File: src/hdl/assert_macros.svh
// Assertion macros for modules that check their own behavior.
`ifndef ASSERT_MACROS_SVH
`define ASSERT_MACROS_SVH

// Same-cycle implication, disabled while reset is high.
`define ASSERT_IMPLIES(label, clk, rst, ante, cons, msg) \
   label: assert property (@(posedge clk) disable iff (rst) (ante) |-> (cons)) \
      else $error(msg);

// Next-cycle implication, disabled while reset is high.
`define ASSERT_NEXT(label, clk, rst, ante, cons, msg) \
   label: assert property (@(posedge clk) disable iff (rst) (ante) |=> (cons)) \
      else $error(msg);

`endif

File: src/hdl/stat_pkg.sv
// Types and constants of the sensor track aging table.
package stat_pkg;

   localparam int REQ_TYPE_W  = 2;
   localparam int SLOT_IN_W   = 3;
   localparam int KIND_W      = 2;
   localparam int TS_W        = 48;
   localparam int AGE_W       = 49;
   localparam int LIMIT_W     = 24;
   localparam int ID_W        = 32;
   localparam int COUNT_OUT_W = 4;
   localparam int CSR_IDX_W   = 2;

   // One slot entry in the table memory: kind, last time, invisible period.
   localparam int SLOT_WORD_W = KIND_W + TS_W + AGE_W;

   localparam logic [REQ_TYPE_W-1:0] REQ_MEAS = 2'd0;
   localparam logic [REQ_TYPE_W-1:0] REQ_MISS = 2'd1;
   localparam logic [REQ_TYPE_W-1:0] REQ_INIT = 2'd2;

   localparam logic [KIND_W-1:0] KIND_LIDAR  = 2'd0;
   localparam logic [KIND_W-1:0] KIND_RADAR  = 2'd1;
   localparam logic [KIND_W-1:0] KIND_CAMERA = 2'd2;
   localparam logic [KIND_W-1:0] KIND_OTHER  = 2'd3;

   localparam logic [CSR_IDX_W-1:0] CSR_LIDAR_LIMIT  = 2'd0;
   localparam logic [CSR_IDX_W-1:0] CSR_RADAR_LIMIT  = 2'd1;
   localparam logic [CSR_IDX_W-1:0] CSR_CAMERA_LIMIT = 2'd2;

   localparam logic [LIMIT_W-1:0] LIDAR_LIMIT_RST  = 24'd250000;
   localparam logic [LIMIT_W-1:0] RADAR_LIMIT_RST  = 24'd500000;
   localparam logic [LIMIT_W-1:0] CAMERA_LIMIT_RST = 24'd750000;

   // Commands from the controller to the datapath.
   typedef struct packed {
      logic start;    // item transfer: latch it and update the scalar state
      logic rd_en;    // read the slot at rd_addr
      logic proc_en;  // slot at proc_addr has its data out of the memory
      logic load;     // move the result into the output register
   } stat_cmd_type;

endpackage

File: src/hdl/stat_ram.sv
// Generic single-port-write, single-port-read RAM with registered read data.
module stat_ram #(
   parameter int WIDTH = 8,
   parameter int DEPTH = 8
) (
   input  logic                                  clock,
   input  logic                                  wr_en,
   input  logic [((DEPTH > 1) ? $clog2(DEPTH) : 1)-1:0] wr_addr,
   input  logic [WIDTH-1:0]                      wr_data,
   input  logic                                  rd_en,
   input  logic [((DEPTH > 1) ? $clog2(DEPTH) : 1)-1:0] rd_addr,
   output logic [WIDTH-1:0]                      rd_data
);

   logic [WIDTH-1:0] mem_ff [DEPTH];
   logic [WIDTH-1:0] rd_data_ff;

   always_ff @(posedge clock) begin
      if (wr_en) begin
         mem_ff[wr_addr] <= wr_data;
      end
      if (rd_en) begin
         rd_data_ff <= mem_ff[rd_addr];
      end
   end

   assign rd_data = rd_data_ff;

endmodule

File: src/hdl/stat_ctrl.sv
// Controller: sequences one item through the slot walk and the result register.
module stat_ctrl
   import stat_pkg::*;
#(
   parameter int SLOT_COUNT = 8
) (
   input  logic                   clock,
   input  logic                   reset,
   input  logic                   req_valid,
   output logic                   req_stall,
   output logic                   rsp_valid,
   input  logic                   rsp_stall,
   output stat_cmd_type           cmd,
   output logic [((SLOT_COUNT > 1) ? $clog2(SLOT_COUNT) : 1)-1:0] rd_addr,
   output logic [((SLOT_COUNT > 1) ? $clog2(SLOT_COUNT) : 1)-1:0] proc_addr
);

   localparam int SLOT_W = (SLOT_COUNT > 1) ? $clog2(SLOT_COUNT) : 1;
   localparam int CNT_W  = $clog2(SLOT_COUNT + 1);

   typedef enum logic [1:0] {
      ST_IDLE,
      ST_WALK,
      ST_FINISH
   } state_type;

   state_type         state_ff, state_in;
   logic [CNT_W-1:0]  cnt_ff, cnt_in;
   logic              proc_en_ff;
   logic [SLOT_W-1:0] proc_addr_ff;
   logic              rsp_valid_ff;
   logic              start, rd_en, load;

   assign start = (state_ff == ST_IDLE) && req_valid;
   assign rd_en = (state_ff == ST_WALK) && (cnt_ff != CNT_W'(SLOT_COUNT));
   assign load  = (state_ff == ST_FINISH) && (!rsp_valid_ff || !rsp_stall);

   always_comb begin
      state_in = state_ff;
      cnt_in   = cnt_ff;
      case (state_ff)
         ST_IDLE: begin
            if (req_valid) begin
               state_in = ST_WALK;
               cnt_in   = '0;
            end
         end
         ST_WALK: begin
            if (rd_en) begin
               cnt_in = cnt_ff + 1'b1;
            end else begin
               // The last slot is processed in this cycle.
               state_in = ST_FINISH;
            end
         end
         ST_FINISH: begin
            if (load) begin
               state_in = ST_IDLE;
            end
         end
         default: begin
            state_in = ST_IDLE;
         end
      endcase
   end

   always_ff @(posedge clock) begin
      if (reset) begin
         state_ff     <= ST_IDLE;
         cnt_ff       <= '0;
         proc_en_ff   <= 1'b0;
         proc_addr_ff <= '0;
         rsp_valid_ff <= 1'b0;
      end else begin
         state_ff     <= state_in;
         cnt_ff       <= cnt_in;
         proc_en_ff   <= rd_en;
         proc_addr_ff <= cnt_ff[SLOT_W-1:0];
         rsp_valid_ff <= load || (rsp_valid_ff && rsp_stall);
      end
   end

   assign req_stall   = (state_ff != ST_IDLE);
   assign rsp_valid   = rsp_valid_ff;
   assign rd_addr     = cnt_ff[SLOT_W-1:0];
   assign proc_addr   = proc_addr_ff;
   assign cmd.start   = start;
   assign cmd.rd_en   = rd_en;
   assign cmd.proc_en = proc_en_ff;
   assign cmd.load    = load;

endmodule

File: src/hdl/stat_dp.sv
// Datapath: limits, scalar track state, slot table, per-slot aging and result register.
module stat_dp
   import stat_pkg::*;
#(
   parameter int SLOT_COUNT = 8
) (
   input  logic                          clock,
   input  logic                          reset,
   input  stat_cmd_type                  cmd,
   input  logic [((SLOT_COUNT > 1) ? $clog2(SLOT_COUNT) : 1)-1:0] rd_addr,
   input  logic [((SLOT_COUNT > 1) ? $clog2(SLOT_COUNT) : 1)-1:0] proc_addr,
   input  logic                          csr_wr,
   input  logic [CSR_IDX_W-1:0]          csr_index,
   input  logic [LIMIT_W-1:0]            csr_wdata,
   input  logic [REQ_TYPE_W-1:0]         req_type,
   input  logic [SLOT_IN_W-1:0]          req_sensor_slot,
   input  logic [KIND_W-1:0]             req_sensor_kind,
   input  logic [TS_W-1:0]               req_timestamp_us,
   output logic [ID_W-1:0]               rsp_track_num,
   output logic                          rsp_alive,
   output logic                          rsp_lidar_visible,
   output logic                          rsp_radar_visible,
   output logic                          rsp_camera_visible,
   output logic                          rsp_slot_visible,
   output logic [COUNT_OUT_W-1:0]        rsp_slot_count,
   output logic signed [TS_W-1:0]        rsp_tracking_period_us
);

   localparam int SLOT_W = (SLOT_COUNT > 1) ? $clog2(SLOT_COUNT) : 1;
   localparam int CNT_W  = $clog2(SLOT_COUNT + 1);
   localparam int CMP_W  = (SLOT_W > SLOT_IN_W) ? SLOT_W : SLOT_IN_W;

   // Configuration.
   logic [LIMIT_W-1:0] lidar_limit_ff, radar_limit_ff, camera_limit_ff;

   // Scalar track state.
   logic [TS_W-1:0]        fused_ff;
   logic signed [TS_W-1:0] period_ff, period_in;
   logic [ID_W-1:0]        next_id_ff, current_id_ff;
   logic                   alive_ff;
   logic [SLOT_COUNT-1:0]  valid_ff;

   // Item held for the walk.
   logic [REQ_TYPE_W-1:0] type_ff;
   logic [SLOT_IN_W-1:0]  slot_ff;
   logic [KIND_W-1:0]     kind_ff;
   logic [TS_W-1:0]       ts_ff;
   logic                  meas_ff;

   // Walk accumulators.
   logic [CNT_W-1:0] count_ff;
   logic             lidar_vis_ff, radar_vis_ff, camera_vis_ff, slot_vis_ff, any_ff;

   // Result register.
   logic [ID_W-1:0]        out_id_ff;
   logic                   out_alive_ff, out_lidar_ff, out_radar_ff, out_camera_ff;
   logic                   out_slot_vis_ff;
   logic [CNT_W-1:0]       out_count_ff;
   logic signed [TS_W-1:0] out_period_ff;

   // Slot memory.
   logic                   wr_en;
   logic [SLOT_WORD_W-1:0] wr_data, rd_data;

   // Per-slot processing.
   logic [KIND_W-1:0]       rd_kind, new_kind;
   logic [TS_W-1:0]         rd_time;
   logic signed [AGE_W-1:0] rd_unseen, new_unseen, age;
   logic [LIMIT_W-1:0]      limit;
   logic                    expire, old_valid, hit, new_valid, keep, new_vis;

   // Period update.
   logic signed [AGE_W-1:0]   gap;
   logic signed [AGE_W:0]     sum;
   logic                      start_meas;

   stat_ram #(
      .WIDTH (SLOT_WORD_W),
      .DEPTH (SLOT_COUNT)
   ) u_slot_ram (
      .clock   (clock),
      .wr_en   (wr_en),
      .wr_addr (proc_addr),
      .wr_data (wr_data),
      .rd_en   (cmd.rd_en),
      .rd_addr (rd_addr),
      .rd_data (rd_data)
   );

   assign start_meas = ((req_type == REQ_MEAS) || (req_type == REQ_INIT))
                       && (req_sensor_kind != KIND_OTHER);

   // Tracking period: add the time since the last fused time, saturating to 48 bits.
   always_comb begin
      gap = $signed({1'b0, req_timestamp_us}) - $signed({1'b0, fused_ff});
      sum = $signed({{2{period_ff[TS_W-1]}}, period_ff}) + $signed({gap[AGE_W-1], gap});
      if (sum[AGE_W] != sum[TS_W-1] || sum[AGE_W-1] != sum[TS_W-1]) begin
         period_in = sum[AGE_W] ? {1'b1, {(TS_W-1){1'b0}}} : {1'b0, {(TS_W-1){1'b1}}};
      end else begin
         period_in = sum[TS_W-1:0];
      end
   end

   always_comb begin
      rd_kind   = rd_data[SLOT_WORD_W-1 -: KIND_W];
      rd_time   = rd_data[AGE_W +: TS_W];
      rd_unseen = $signed(rd_data[AGE_W-1:0]);
      age       = $signed({1'b0, ts_ff}) - $signed({1'b0, rd_time});
      case (rd_kind)
         KIND_LIDAR: limit = lidar_limit_ff;
         KIND_RADAR: limit = radar_limit_ff;
         default:    limit = camera_limit_ff;
      endcase
      expire    = age > $signed({{(AGE_W-LIMIT_W){1'b0}}, limit});
      old_valid = valid_ff[proc_addr];
      hit       = (CMP_W'(slot_ff) == CMP_W'(proc_addr));

      new_valid  = old_valid;
      new_kind   = rd_kind;
      new_unseen = rd_unseen;
      keep       = 1'b0;
      wr_en      = 1'b0;
      if (meas_ff) begin
         if (hit) begin
            new_valid  = 1'b1;
            new_kind   = kind_ff;
            new_unseen = '0;
            wr_en      = cmd.proc_en;
         end else if (old_valid && expire) begin
            new_valid = 1'b0;
         end
      end else if ((type_ff == REQ_MISS) && old_valid) begin
         if (hit || (rd_unseen > 0)) begin
            new_unseen = age;
            wr_en      = cmd.proc_en;
         end
         new_valid = !expire;
         keep      = !expire;
      end
      wr_data = meas_ff ? {kind_ff, ts_ff, {AGE_W{1'b0}}} : {rd_kind, rd_time, new_unseen};
      // Visible means an invisible period of zero or less.
      new_vis = new_valid && (new_unseen[AGE_W-1] || (new_unseen == '0));
   end

   always_ff @(posedge clock) begin
      if (reset) begin
         lidar_limit_ff  <= LIDAR_LIMIT_RST;
         radar_limit_ff  <= RADAR_LIMIT_RST;
         camera_limit_ff <= CAMERA_LIMIT_RST;
      end else if (csr_wr) begin
         case (csr_index)
            CSR_LIDAR_LIMIT:  lidar_limit_ff  <= csr_wdata;
            CSR_RADAR_LIMIT:  radar_limit_ff  <= csr_wdata;
            CSR_CAMERA_LIMIT: camera_limit_ff <= csr_wdata;
            default: ;
         endcase
      end
   end

   always_ff @(posedge clock) begin
      if (reset) begin
         fused_ff      <= '0;
         period_ff     <= '0;
         next_id_ff    <= ID_W'(1);
         current_id_ff <= '0;
         alive_ff      <= 1'b1;
         valid_ff      <= '0;
      end else begin
         if (cmd.start) begin
            if (req_type == REQ_INIT) begin
               valid_ff      <= '0;
               period_ff     <= '0;
               alive_ff      <= 1'b1;
               current_id_ff <= next_id_ff;
               next_id_ff    <= (next_id_ff == '1) ? ID_W'(1) : next_id_ff + 1'b1;
               fused_ff      <= req_timestamp_us;
            end else if (start_meas) begin
               period_ff <= period_in;
               alive_ff  <= 1'b1;
               fused_ff  <= req_timestamp_us;
            end
         end
         if (cmd.proc_en) begin
            valid_ff[proc_addr] <= new_valid;
         end
         if (cmd.load && (type_ff == REQ_MISS)) begin
            alive_ff <= any_ff;
         end
      end
   end

   always_ff @(posedge clock) begin
      if (cmd.start) begin
         type_ff       <= req_type;
         slot_ff       <= req_sensor_slot;
         kind_ff       <= req_sensor_kind;
         ts_ff         <= req_timestamp_us;
         meas_ff       <= start_meas;
         count_ff      <= '0;
         lidar_vis_ff  <= 1'b0;
         radar_vis_ff  <= 1'b0;
         camera_vis_ff <= 1'b0;
         slot_vis_ff   <= 1'b0;
         any_ff        <= 1'b0;
      end else if (cmd.proc_en) begin
         if (new_valid) begin
            count_ff <= count_ff + 1'b1;
         end
         if (new_vis) begin
            case (new_kind)
               KIND_LIDAR:  lidar_vis_ff  <= 1'b1;
               KIND_RADAR:  radar_vis_ff  <= 1'b1;
               KIND_CAMERA: camera_vis_ff <= 1'b1;
               default: ;
            endcase
            if (hit) begin
               slot_vis_ff <= 1'b1;
            end
         end
         if (keep) begin
            any_ff <= 1'b1;
         end
      end
   end

   always_ff @(posedge clock) begin
      if (cmd.load) begin
         out_id_ff       <= current_id_ff;
         out_alive_ff    <= (type_ff == REQ_MISS) ? any_ff : alive_ff;
         out_lidar_ff    <= lidar_vis_ff;
         out_radar_ff    <= radar_vis_ff;
         out_camera_ff   <= camera_vis_ff;
         out_slot_vis_ff <= slot_vis_ff;
         out_count_ff    <= count_ff;
         out_period_ff   <= period_ff;
      end
   end

   assign rsp_track_num          = out_id_ff;
   assign rsp_alive              = out_alive_ff;
   assign rsp_lidar_visible      = out_lidar_ff;
   assign rsp_radar_visible      = out_radar_ff;
   assign rsp_camera_visible     = out_camera_ff;
   assign rsp_slot_visible       = out_slot_vis_ff;
   assign rsp_slot_count         = COUNT_OUT_W'(out_count_ff);
   assign rsp_tracking_period_us = out_period_ff;

endmodule

File: src/hdl/sensor_track_aging_table_top.sv
// Top level of the sensor track aging table: controller, datapath and checks.
//
//   Channel   Direction  Handshake              Payload
//   req_      in         req_valid / req_stall  type, slot, kind, timestamp
//   rsp_      out        rsp_valid / rsp_stall  id, alive, visibility, count, period
//   csr_      in         csr_valid / csr_ready  index, 24-bit limit
//
// After its transfer an item walks the slot table, one slot table read per cycle, each
// slot aged in the cycle after its read, and then its result is loaded into the result
// register. A new item is taken in the cycle after the last result is loaded; a result
// held by rsp_stall keeps the next item in its last cycle until that result transfers.
// Reset is synchronous; it clears all slot valid bits at once, so no clearing pass
// is needed. csr_ready is always high.
`include "assert_macros.svh"

module sensor_track_aging_table_top
   import stat_pkg::*;
#(
   parameter int SLOT_COUNT = 8
) (
   input  logic                   clock,
   input  logic                   reset,
   input  logic                   req_valid,
   output logic                   req_stall,
   input  logic [REQ_TYPE_W-1:0]  req_type,
   input  logic [SLOT_IN_W-1:0]   req_sensor_slot,
   input  logic [KIND_W-1:0]      req_sensor_kind,
   input  logic [TS_W-1:0]        req_timestamp_us,
   output logic                   rsp_valid,
   input  logic                   rsp_stall,
   output logic [ID_W-1:0]        rsp_track_num,
   output logic                   rsp_alive,
   output logic                   rsp_lidar_visible,
   output logic                   rsp_radar_visible,
   output logic                   rsp_camera_visible,
   output logic                   rsp_slot_visible,
   output logic [COUNT_OUT_W-1:0] rsp_slot_count,
   output logic signed [TS_W-1:0] rsp_tracking_period_us,
   input  logic                   csr_valid,
   output logic                   csr_ready,
   input  logic [CSR_IDX_W-1:0]   csr_index,
   input  logic [LIMIT_W-1:0]     csr_wdata
);

   localparam int SLOT_W = (SLOT_COUNT > 1) ? $clog2(SLOT_COUNT) : 1;

   stat_cmd_type      cmd;
   logic [SLOT_W-1:0] rd_addr, proc_addr;
   logic              req_xfer, slot_vis_out, kind_vis, dead_out;

   assign csr_ready = 1'b1;

   stat_ctrl #(
      .SLOT_COUNT (SLOT_COUNT)
   ) u_ctrl (
      .clock     (clock),
      .reset     (reset),
      .req_valid (req_valid),
      .req_stall (req_stall),
      .rsp_valid (rsp_valid),
      .rsp_stall (rsp_stall),
      .cmd       (cmd),
      .rd_addr   (rd_addr),
      .proc_addr (proc_addr)
   );

   stat_dp #(
      .SLOT_COUNT (SLOT_COUNT)
   ) u_dp (
      .clock                  (clock),
      .reset                  (reset),
      .cmd                    (cmd),
      .rd_addr                (rd_addr),
      .proc_addr              (proc_addr),
      .csr_wr                 (csr_valid && csr_ready),
      .csr_index              (csr_index),
      .csr_wdata              (csr_wdata),
      .req_type               (req_type),
      .req_sensor_slot        (req_sensor_slot),
      .req_sensor_kind        (req_sensor_kind),
      .req_timestamp_us       (req_timestamp_us),
      .rsp_track_num          (rsp_track_num),
      .rsp_alive              (rsp_alive),
      .rsp_lidar_visible      (rsp_lidar_visible),
      .rsp_radar_visible      (rsp_radar_visible),
      .rsp_camera_visible     (rsp_camera_visible),
      .rsp_slot_visible       (rsp_slot_visible),
      .rsp_slot_count         (rsp_slot_count),
      .rsp_tracking_period_us (rsp_tracking_period_us)
   );

   assign req_xfer     = req_valid && !req_stall;
   assign slot_vis_out = rsp_valid && rsp_slot_visible;
   assign kind_vis     = rsp_lidar_visible || rsp_radar_visible || rsp_camera_visible;
   assign dead_out     = rsp_valid && !rsp_alive;

   // After a transfer the block is busy walking the table.
   `ASSERT_NEXT(a_busy_after_accept, clock, reset, req_xfer, req_stall, "walk did not start")

   // A visible addressed slot makes its sensor kind visible too.
   `ASSERT_IMPLIES(a_slot_vis_kind, clock, reset, slot_vis_out, kind_vis, "no kind visible")

   // A track that is not alive has no valid slots left.
   `ASSERT_IMPLIES(a_dead_empty, clock, reset, dead_out, rsp_slot_count == '0, "dead with slots")

endmodule
File: config.mk
export PLATFORM = sky130hd
export DESIGN_NAME = sensor_track_aging_table_top
export DESIGN_NICKNAME = d
export VERILOG_FILES = /design/src/hdl/stat_pkg.sv /design/src/hdl/stat_ram.sv /design/src/hdl/stat_ctrl.sv /design/src/hdl/stat_dp.sv /design/src/hdl/sensor_track_aging_table_top.sv
export VERILOG_INCLUDE_DIRS = /design/src /design/src/hdl
export SDC_FILE = /design/constraint.sdc
export NUM_CORES = 2
export LEC_CHECK = 0
export ABC_AREA = 1
export BUFFER_PORTS_ARGS = -buffer_cell sky130_fd_sc_hd__buf_4
export CORE_ASPECT_RATIO = 1.5
export CORE_UTILIZATION = 45
export DETAILED_ROUTE_END_ITERATION = 10
export SYNTH_ARGS = -nofsm -noshare
export SYNTH_HDL_FRONTEND = slang
export SYNTH_SLANG_ARGS = --single-unit
File: constraint.sdc
create_clock -name clock -period 9 [get_ports clock]
set_clock_uncertainty 0.05 [all_clocks]
set_input_delay 1.8 -clock clock [delete_from_list [all_inputs] [get_ports clock]]
set_output_delay 1.8 -clock clock [all_outputs]
set_load 0.005 [all_outputs]
# Word-level counts from Yosys, hierarchy flattened
# Memory sizes are Yosys's and may differ from the RTL's. A register that Yosys moved wholly into a read port is not among the register bits.
# Cells that the tools add are included.
totals:
  n_memories: 1
  output_inout_bits: 92
  in_bits: 86
  ff_bits: 406
  ram_bits: 792
  word_cells: 155
memory_table:
  columns: ["name", "depth", "width", "rd", "rd_ports_with_merged_regs", "write_ports", "line_no", "text"]
  rows:
  - ["u_dp.u_slot_ram.mem_ff", 8, 99, 1, 1, 1, "stat_ram.sv:15", "logic [WIDTH-1:0] mem_ff [DEPTH];"]
op_classes:
  mux: 48
  n_reduce_logical: 44
  addsub: 6
  n_eq_ne: 19
  magnitude_cmp: 4
ops:
  columns: ["cell", "count"]
  rows:
  - ["2-to-1 mux 48 bit", 6]
  - ["2-to-1 mux 49 bit", 4]
  - ["2-to-1 mux 99 bit", 1]
  - ["subtractor 48 x 48 -> 49 bit", 2]
  - ["adder 48 x 49 -> 50 bit", 1]
  - ["greater-than comparator 49 x 1 -> 1 bit (second input constant)", 1]
  - ["greater-than comparator 49 x 25 -> 1 bit", 1]
  - ["zero test 49 bit", 1]
  - ["one-hot mux 24 bit (2 select lines)", 1]
  - ["adder 32 x 1 -> 32 bit (second input constant)", 1]
  - ["equality test 32 bit (second input constant)", 1]
  - ["2-to-1 mux 32 bit", 1]
  - ["2-to-1 mux 8 bit", 4]
  - ["2-to-1 mux 1 bit", 19]
  - ["AND reduction 3 bit", 6]
  - ["AND reduction 2 bit", 8]
  - ["equality test 2 x 1 -> 1 bit (second input constant)", 5]
  - ["logical AND 1 bit", 10]
  - ["zero test 2 bit", 5]
  - ["2-to-1 mux 2 bit", 5]
  - ["adder 4 x 1 -> 4 bit (second input constant)", 2]
  - ["bitwise mux 8 bit", 1]
  - ["equality test 2 bit (second input constant)", 4]
  - ["2-to-1 mux 4 bit", 2]
  - ["other kinds (15)", 29]

# Logic depth before layout (Yosys ltp)
logic_depth:
  depth_word: 9
  ltp_mapped: 37
  ltp_nobuf: 37

# By module
# Synthesis repeated with hierarchy kept, for this count alone.
unflattened:
  cells_unflattened: 7530
  hier_area_um2: 64939.8
by_module_without_submodules:
  columns: ["mod", "area_per_inst_um2", "instances", "cells_each"]
  rows:
  - ["stat_ram", 37499.7, 1, 3537]
  - ["stat_dp", 26880.8, 1, 3918]
  - ["stat_ctrl", 548.0, 1, 73]
  - ["sensor_track_aging_table_top", 11.3, 1, 2]

# Worst setup path before layout
# No wires, ideal clock.
synth_path:
  path_type: "input to register"
  start: "in req_timestamp_us[0]"
  end: "reg u_dp.period_ff[36]"
  path_stages: 33
  arrival_time_ps: 6317
  setup_ps: 70
  setup_slack_ps: 2563
  path_cell_list: "inv_1 > ha_1 > inv_1 > fa_1 > nand3_1 > nand2_1 > nand2_1 > nand2_1 > a21oi_1 > o21ai_0 > a21boi_1 > o21ai_0 > a21oi_1 > o21ai_1 > nand2_1 > nand2_1 > nand2_1 > nand2_1 > nand2_1 > nand3_1 > xor2_1 > ha_1 > a21oi_1 > o21a_1 > o21ai_0 > a221oi_1 > nand2_1 > xor2_1 > nand2_1 > o211ai_2 > clkbuf_1 > o21ai_0 > a21oi_1"
synth_via:
  elab_chain_cells: 7
synth_lines:
  columns: ["element", "line_no", "text"]
  rows:
  - ["start, declared", "sensor_track_aging_table_top.sv:28", "input logic [TS_W-1:0] req_timestamp_us,"]
  - ["subtractor 48 x 48 -> 49 bit (*)", "stat_dp.sv:95", "gap = $signed({1'b0, req_timestamp_us}) - $signed({1'b0, fused_ff});"]
  - ["adder 48 x 49 -> 50 bit (*)", "stat_dp.sv:96", "sum = $signed({{2{period_ff[TS_W-1]}}, period_ff}) + $signed({gap[AGE_W-1], gap});"]
  - ["inequality test 1 bit", "stat_dp.sv:97", "if (sum[AGE_W] != sum[TS_W-1] || sum[AGE_W-1] != sum[TS_W-1]) begin"]
  - ["logical OR 1 bit", "stat_dp.sv:97", null]
  - ["2-to-1 mux 48 bit (*)", "stat_dp.sv:97", null]
  - ["2-to-1 mux 48 bit (*)", "stat_dp.sv:177", "end else if (start_meas) begin"]
  - ["2-to-1 mux 48 bit (*)", "stat_dp.sv:170", "if (req_type == REQ_INIT) begin"]
  - ["end signal, assigned", "stat_dp.sv:178", "period_ff <= period_in;"]
  - ["end, declared", "stat_dp.sv:38", "logic signed [TS_W-1:0] period_ff, period_in;"]
# Mark *: on every way between the ends. The rest lies on a longest branch, timed or not. The select of a mux whose other input is x is not followed.
# A chain may end at the register's enable or synchronous reset.

# Final worst setup path
layout_path:
  start: "in req_timestamp_us[2]"
  end: "reg u_dp.period_ff[10]"
# The elaborated chain is that of the path after synthesis.

==> results.txt <==
The global-route wire length before repair is 266.8 mm. The synthesis warning total came out at 0. The number of synthesized flops with an enable pin is just over 1,000. The insertion delay of the later-clocked pin in the worst-skew pair came out at between 0.7 and 0.8 ns. After floorplanning, the core was divided into ~160 placement rows. The count of instances resized after the clock tree is built is 0. Setup repair after global routing left no endpoint under its margin.

In this run the deepest clock path goes through 3 buffers. The final antenna-violating net count came out at 0. After routing, the total negative slack on setup checks comes to 0 ns. Input and output buffers added on the ports amount to ~180.

The initial antenna violation count came to 5. The via count of the first global-routing pass came out at between 40,000 and 50,000. The via-per-instance ratio is 5.525. The initial standard-cell utilization of the core is 45.41%. Relative to the synthesized area, the layout overhead comes to 11.90%. The width of the die is between 200 and 300 um. STA classifies the critical path startpoint as a primary input. The worst pin sits at a relative slew slack of 19.11%. The final hold violation count came to 0. The residual DRC count came out at 0. The design draws 14,130 uW. The maximum number of pins on one net before global-route repair is 140.

Dividing total power by cell area gives a power density of 211.1 mW/mm2. The cell area that synthesis handed to floorplanning was around 0.060 mm2. After detailed routing, the average wire length per cell comes to around 22 um.

Data arrives at the worst endpoint at slightly above 8 ns. The estimated wirelength of the detail-placed design came out at ~120 mm. The required time at the worst-slack endpoint is 9.63 ns.

The final RePlAce weighted congestion came out at roughly 0.96. The post-synthesis instance total came out at between 6,000 and 7,000. The final max-slew violation count was 0. The count of final setup violators is 0. STA classifies the critical path endpoint as a flip-flop. The most used flip-flop cell after synthesis is sky130_fd_sc_hd__edfxtp_1. The final clock period utilization by the worst path came out at 85.16%. In this run the worst hold path is classified as flip-flop to flip-flop. The detailed router placed about 45,000 vias in this run.

After the last flow step, the layout net total stands at ~6,500. The maximum fanout encountered on the critical timing path came out at 25. The tree is rooted in a sky130_fd_sc_hd__clkbuf_16.

The synthesized netlist net count came out at roughly 6,400. In this run the vertical extent of the chip is 448.6 um. The detailed-route wire length came out at 178.4 mm. The max-capacitance violation count is 0.

The iteration-0 DRC count of the detailed router is between 3,000 and 4,000. Buffers inserted during clock tree synthesis total roughly 120. Of the total power, registers draw 47.7%. The clock network burns 37.2% of the power. The power spent charging and discharging nets came out at approximately 3900 uW. The floorplan step defined a die boundary enclosing roughly 0.13 mm2.

Net switching is 27.35% of the power. The flow ran to the end, and the final reports show no timing, DRC or antenna violations. Summed over all layers, the global routing overflow is 0. The total iterations of the first detailed-routing run came out at 7. The post-synthesis cell type count is between 60 and 70. TritonCTS built the clock tree. In this run the post-CTS setup repair buffer count came out at 0. The proportion of layout cells with a drive suffix above 1 came out at 7.416%. The mean cell area of the mapped netlist came out at just under 10 um2. After clock tree synthesis, the clock-pin slew on the worst setup and hold paths is roughly 0.07 ns. The library cell used most frequently in the layout, excluding fill and tap cells, is sky130_fd_sc_hd__nor2_1. The minimum clock period is approximately 7.7 ns. The internal power consumption came out at 10,270 uW.

The timing-limited maximum frequency is approximately 130 MHz. Of all flip-flops after synthesis, the portion carrying an async set or reset was 0%. In the layout the commonest cells are sky130_fd_sc_hd__nor2_1 (1,138), sky130_fd_sc_hd__edfxtp_1 (1,036), sky130_fd_sc_hd__nand2_1 (924). The maximum vdd ir drop came out at ~0.16 mV. The leakage power total came out at approximately 0.026 uW. Global routing used 26.15% of the available tracks across all layers. The area of the core is 0.1317 mm2. The actual transition at the worst max-transition pin came out at between 1 and 1.5 ns.

The number of clock sinks came out at about 1,300. Sequential cells were found to cover approximately three fifths of the synthesized design area. The worst setup path category is primary input to flip-flop. CTS built an H-tree with a depth of 3.

The logic gate share of total power came out at approximately 15%. The number of hold buffers added after CTS came out at 0. For this design the top-level I/O count stands at ~180. The post-synthesis register bit count is roughly 1,300.
-- flip-flops by register name (all words and copies together), names as in the netlist, 4 cells and up --
signal and cells:
u_dp.fused_ff 48, u_dp.radar_limit_ff 24, u_dp.count_ff 4, u_dp.current_id_ff 32, u_dp.rsp_track_num 32, u_dp.lidar_limit_ff 24, u_dp.rsp_tracking_period_us 48, u_dp.period_ff 48
u_ctrl.cnt_ff 4, u_dp.ts_ff 48, u_dp.camera_limit_ff 24, u_dp.next_id_ff 32, u_dp.valid_ff 8, u_dp.u_slot_ram.mem_ff 792, u_dp.u_slot_ram.rd_data 99, u_dp.rsp_slot_count 4
-- path summary, 6_finish.rpt --
path	cells past startpoint	slack, ns	start	end
setup / recovery	28	1.34	req_timestamp_us[2]	u_dp.period_ff[10]
hold / removal	0	0.38	u_dp.current_id_ff[4]	u_dp.rsp_track_num[4]
setup reg to reg	28	2.16	u_dp.fused_ff[2]	u_dp.period_ff[10]
hold reg to reg	0	0.38	u_dp.current_id_ff[4]	u_dp.rsp_track_num[4]
-- synthesized netlist by cell type (all sizes together), types with 57 or more instances --
cell type | number | share of area [%]
nor2 | 1155 | 7.3
dfxtp | 261 | 8.7
o21ai | 704 | 5.9
nand3 | 143 | 1.2
edfxtp | 1036 | 52
clkbuf | 228 | 1.4
inv | 558 | 3.5
nor3 | 57 | 0.50
xor2 | 84 | 1.2
ha | 172 | 3.6
nand2 | 928 | 5.8
a31oi | 128 | 1.3
a21oi | 327 | 2.8
o22ai | 119 | 1.2
-- cell type report --
cell class                 count  area, um2
clock inverter                79      898.4
sequential                  1297      36340
inverter                     560       2130
tap                         1732       2167
clock buffer                 144       3162
timing repair buffer         230       1789
fill                       12150      64810
multi-input combinational   4055      20450
antenna                        1      2.502
-- per-layer routing --
metal,vias to the layer above,part of all wire (%),GRT usage [%]
met5,-,0.026,0
met4,8,4.5,11.80
met3,348,4.7,3.117
met2,1292,51,47.16
met1,21700,40,30.90
li1,21400,-,-
-- power by group through the flow --
| stage | combinational, uW | sequential (uW) | clock (uW) |
|---|---|---|---|
| after floorplan | 1430 | 6820 | 0 |
| after global placement | 2100 | 6870 | 0 |
| after detailed placement | 2100 | 6870 | 0 |
| after CTS | 2120 | 6740 | 5340 |
| after global routing | 2350 | 6750 | 5550 |
| final | 2130 | 6740 | 5260 |
-- kinds of logic (layout without fill, tap and decap cells) --
family	Yosys count	after routing	share of synthesized area [%]
xor gates and xnor gates	124	124	1.815
AOI/OAI and AO/OA	1391	1391	12.75
DFF	1297	1297	60.74
adders and majority gates	175	175	3.698
other	1	2	0.006269
and+or+nand+nor	2364	2364	15.78
buffers and inverters	818	1013	5.210
-- metrics by stage --
step                util [%]  cell area (um2)  setup slack, ns  cells  hold slack [ns]
floorplan                  -            59820            2.563   6170           0.3530
global placement       47.73            62880           0.8195   7874           0.3599
detailed placement     47.73            62880           0.6646   7874           0.3610
CTS                    50.81            66940            1.431   8097           0.3739
global route           50.81            66940           0.7583   8097           0.3886
finish                 50.81            66940            1.335   8098           0.3751
-- critical path, cell delays in order --
cell and delay (ns):
sky130_fd_sc_hd__buf_4 0.12, sky130_fd_sc_hd__ha_1 0.34, sky130_fd_sc_hd__nand3_1 0.09, sky130_fd_sc_hd__nand2_1 0.11
sky130_fd_sc_hd__a21oi_1 0.12, sky130_fd_sc_hd__o21ai_2 0.23, sky130_fd_sc_hd__a21boi_0 0.18, sky130_fd_sc_hd__o21ai_0 0.35
sky130_fd_sc_hd__a21boi_1 0.20, sky130_fd_sc_hd__o21ai_0 0.42, sky130_fd_sc_hd__a21boi_1 0.23, sky130_fd_sc_hd__o21ai_0 0.62
sky130_fd_sc_hd__a21boi_0 0.23, sky130_fd_sc_hd__xnor2_1 0.23, sky130_fd_sc_hd__ha_1 0.32, sky130_fd_sc_hd__a21oi_1 0.21
sky130_fd_sc_hd__inv_1 0.06, sky130_fd_sc_hd__a31oi_1 0.23, sky130_fd_sc_hd__o21ai_0 0.20, sky130_fd_sc_hd__nand3_1 0.10
sky130_fd_sc_hd__nand2_1 0.05, sky130_fd_sc_hd__a21oi_1 0.11, sky130_fd_sc_hd__o21ai_1 0.10, sky130_fd_sc_hd__xor2_1 0.18
sky130_fd_sc_hd__o211ai_2 0.76, sky130_fd_sc_hd__buf_4 0.38, sky130_fd_sc_hd__o21ai_0 0.12, sky130_fd_sc_hd__a21oi_1 0.17
Note: power is estimated with default switching activity, not from simulation.
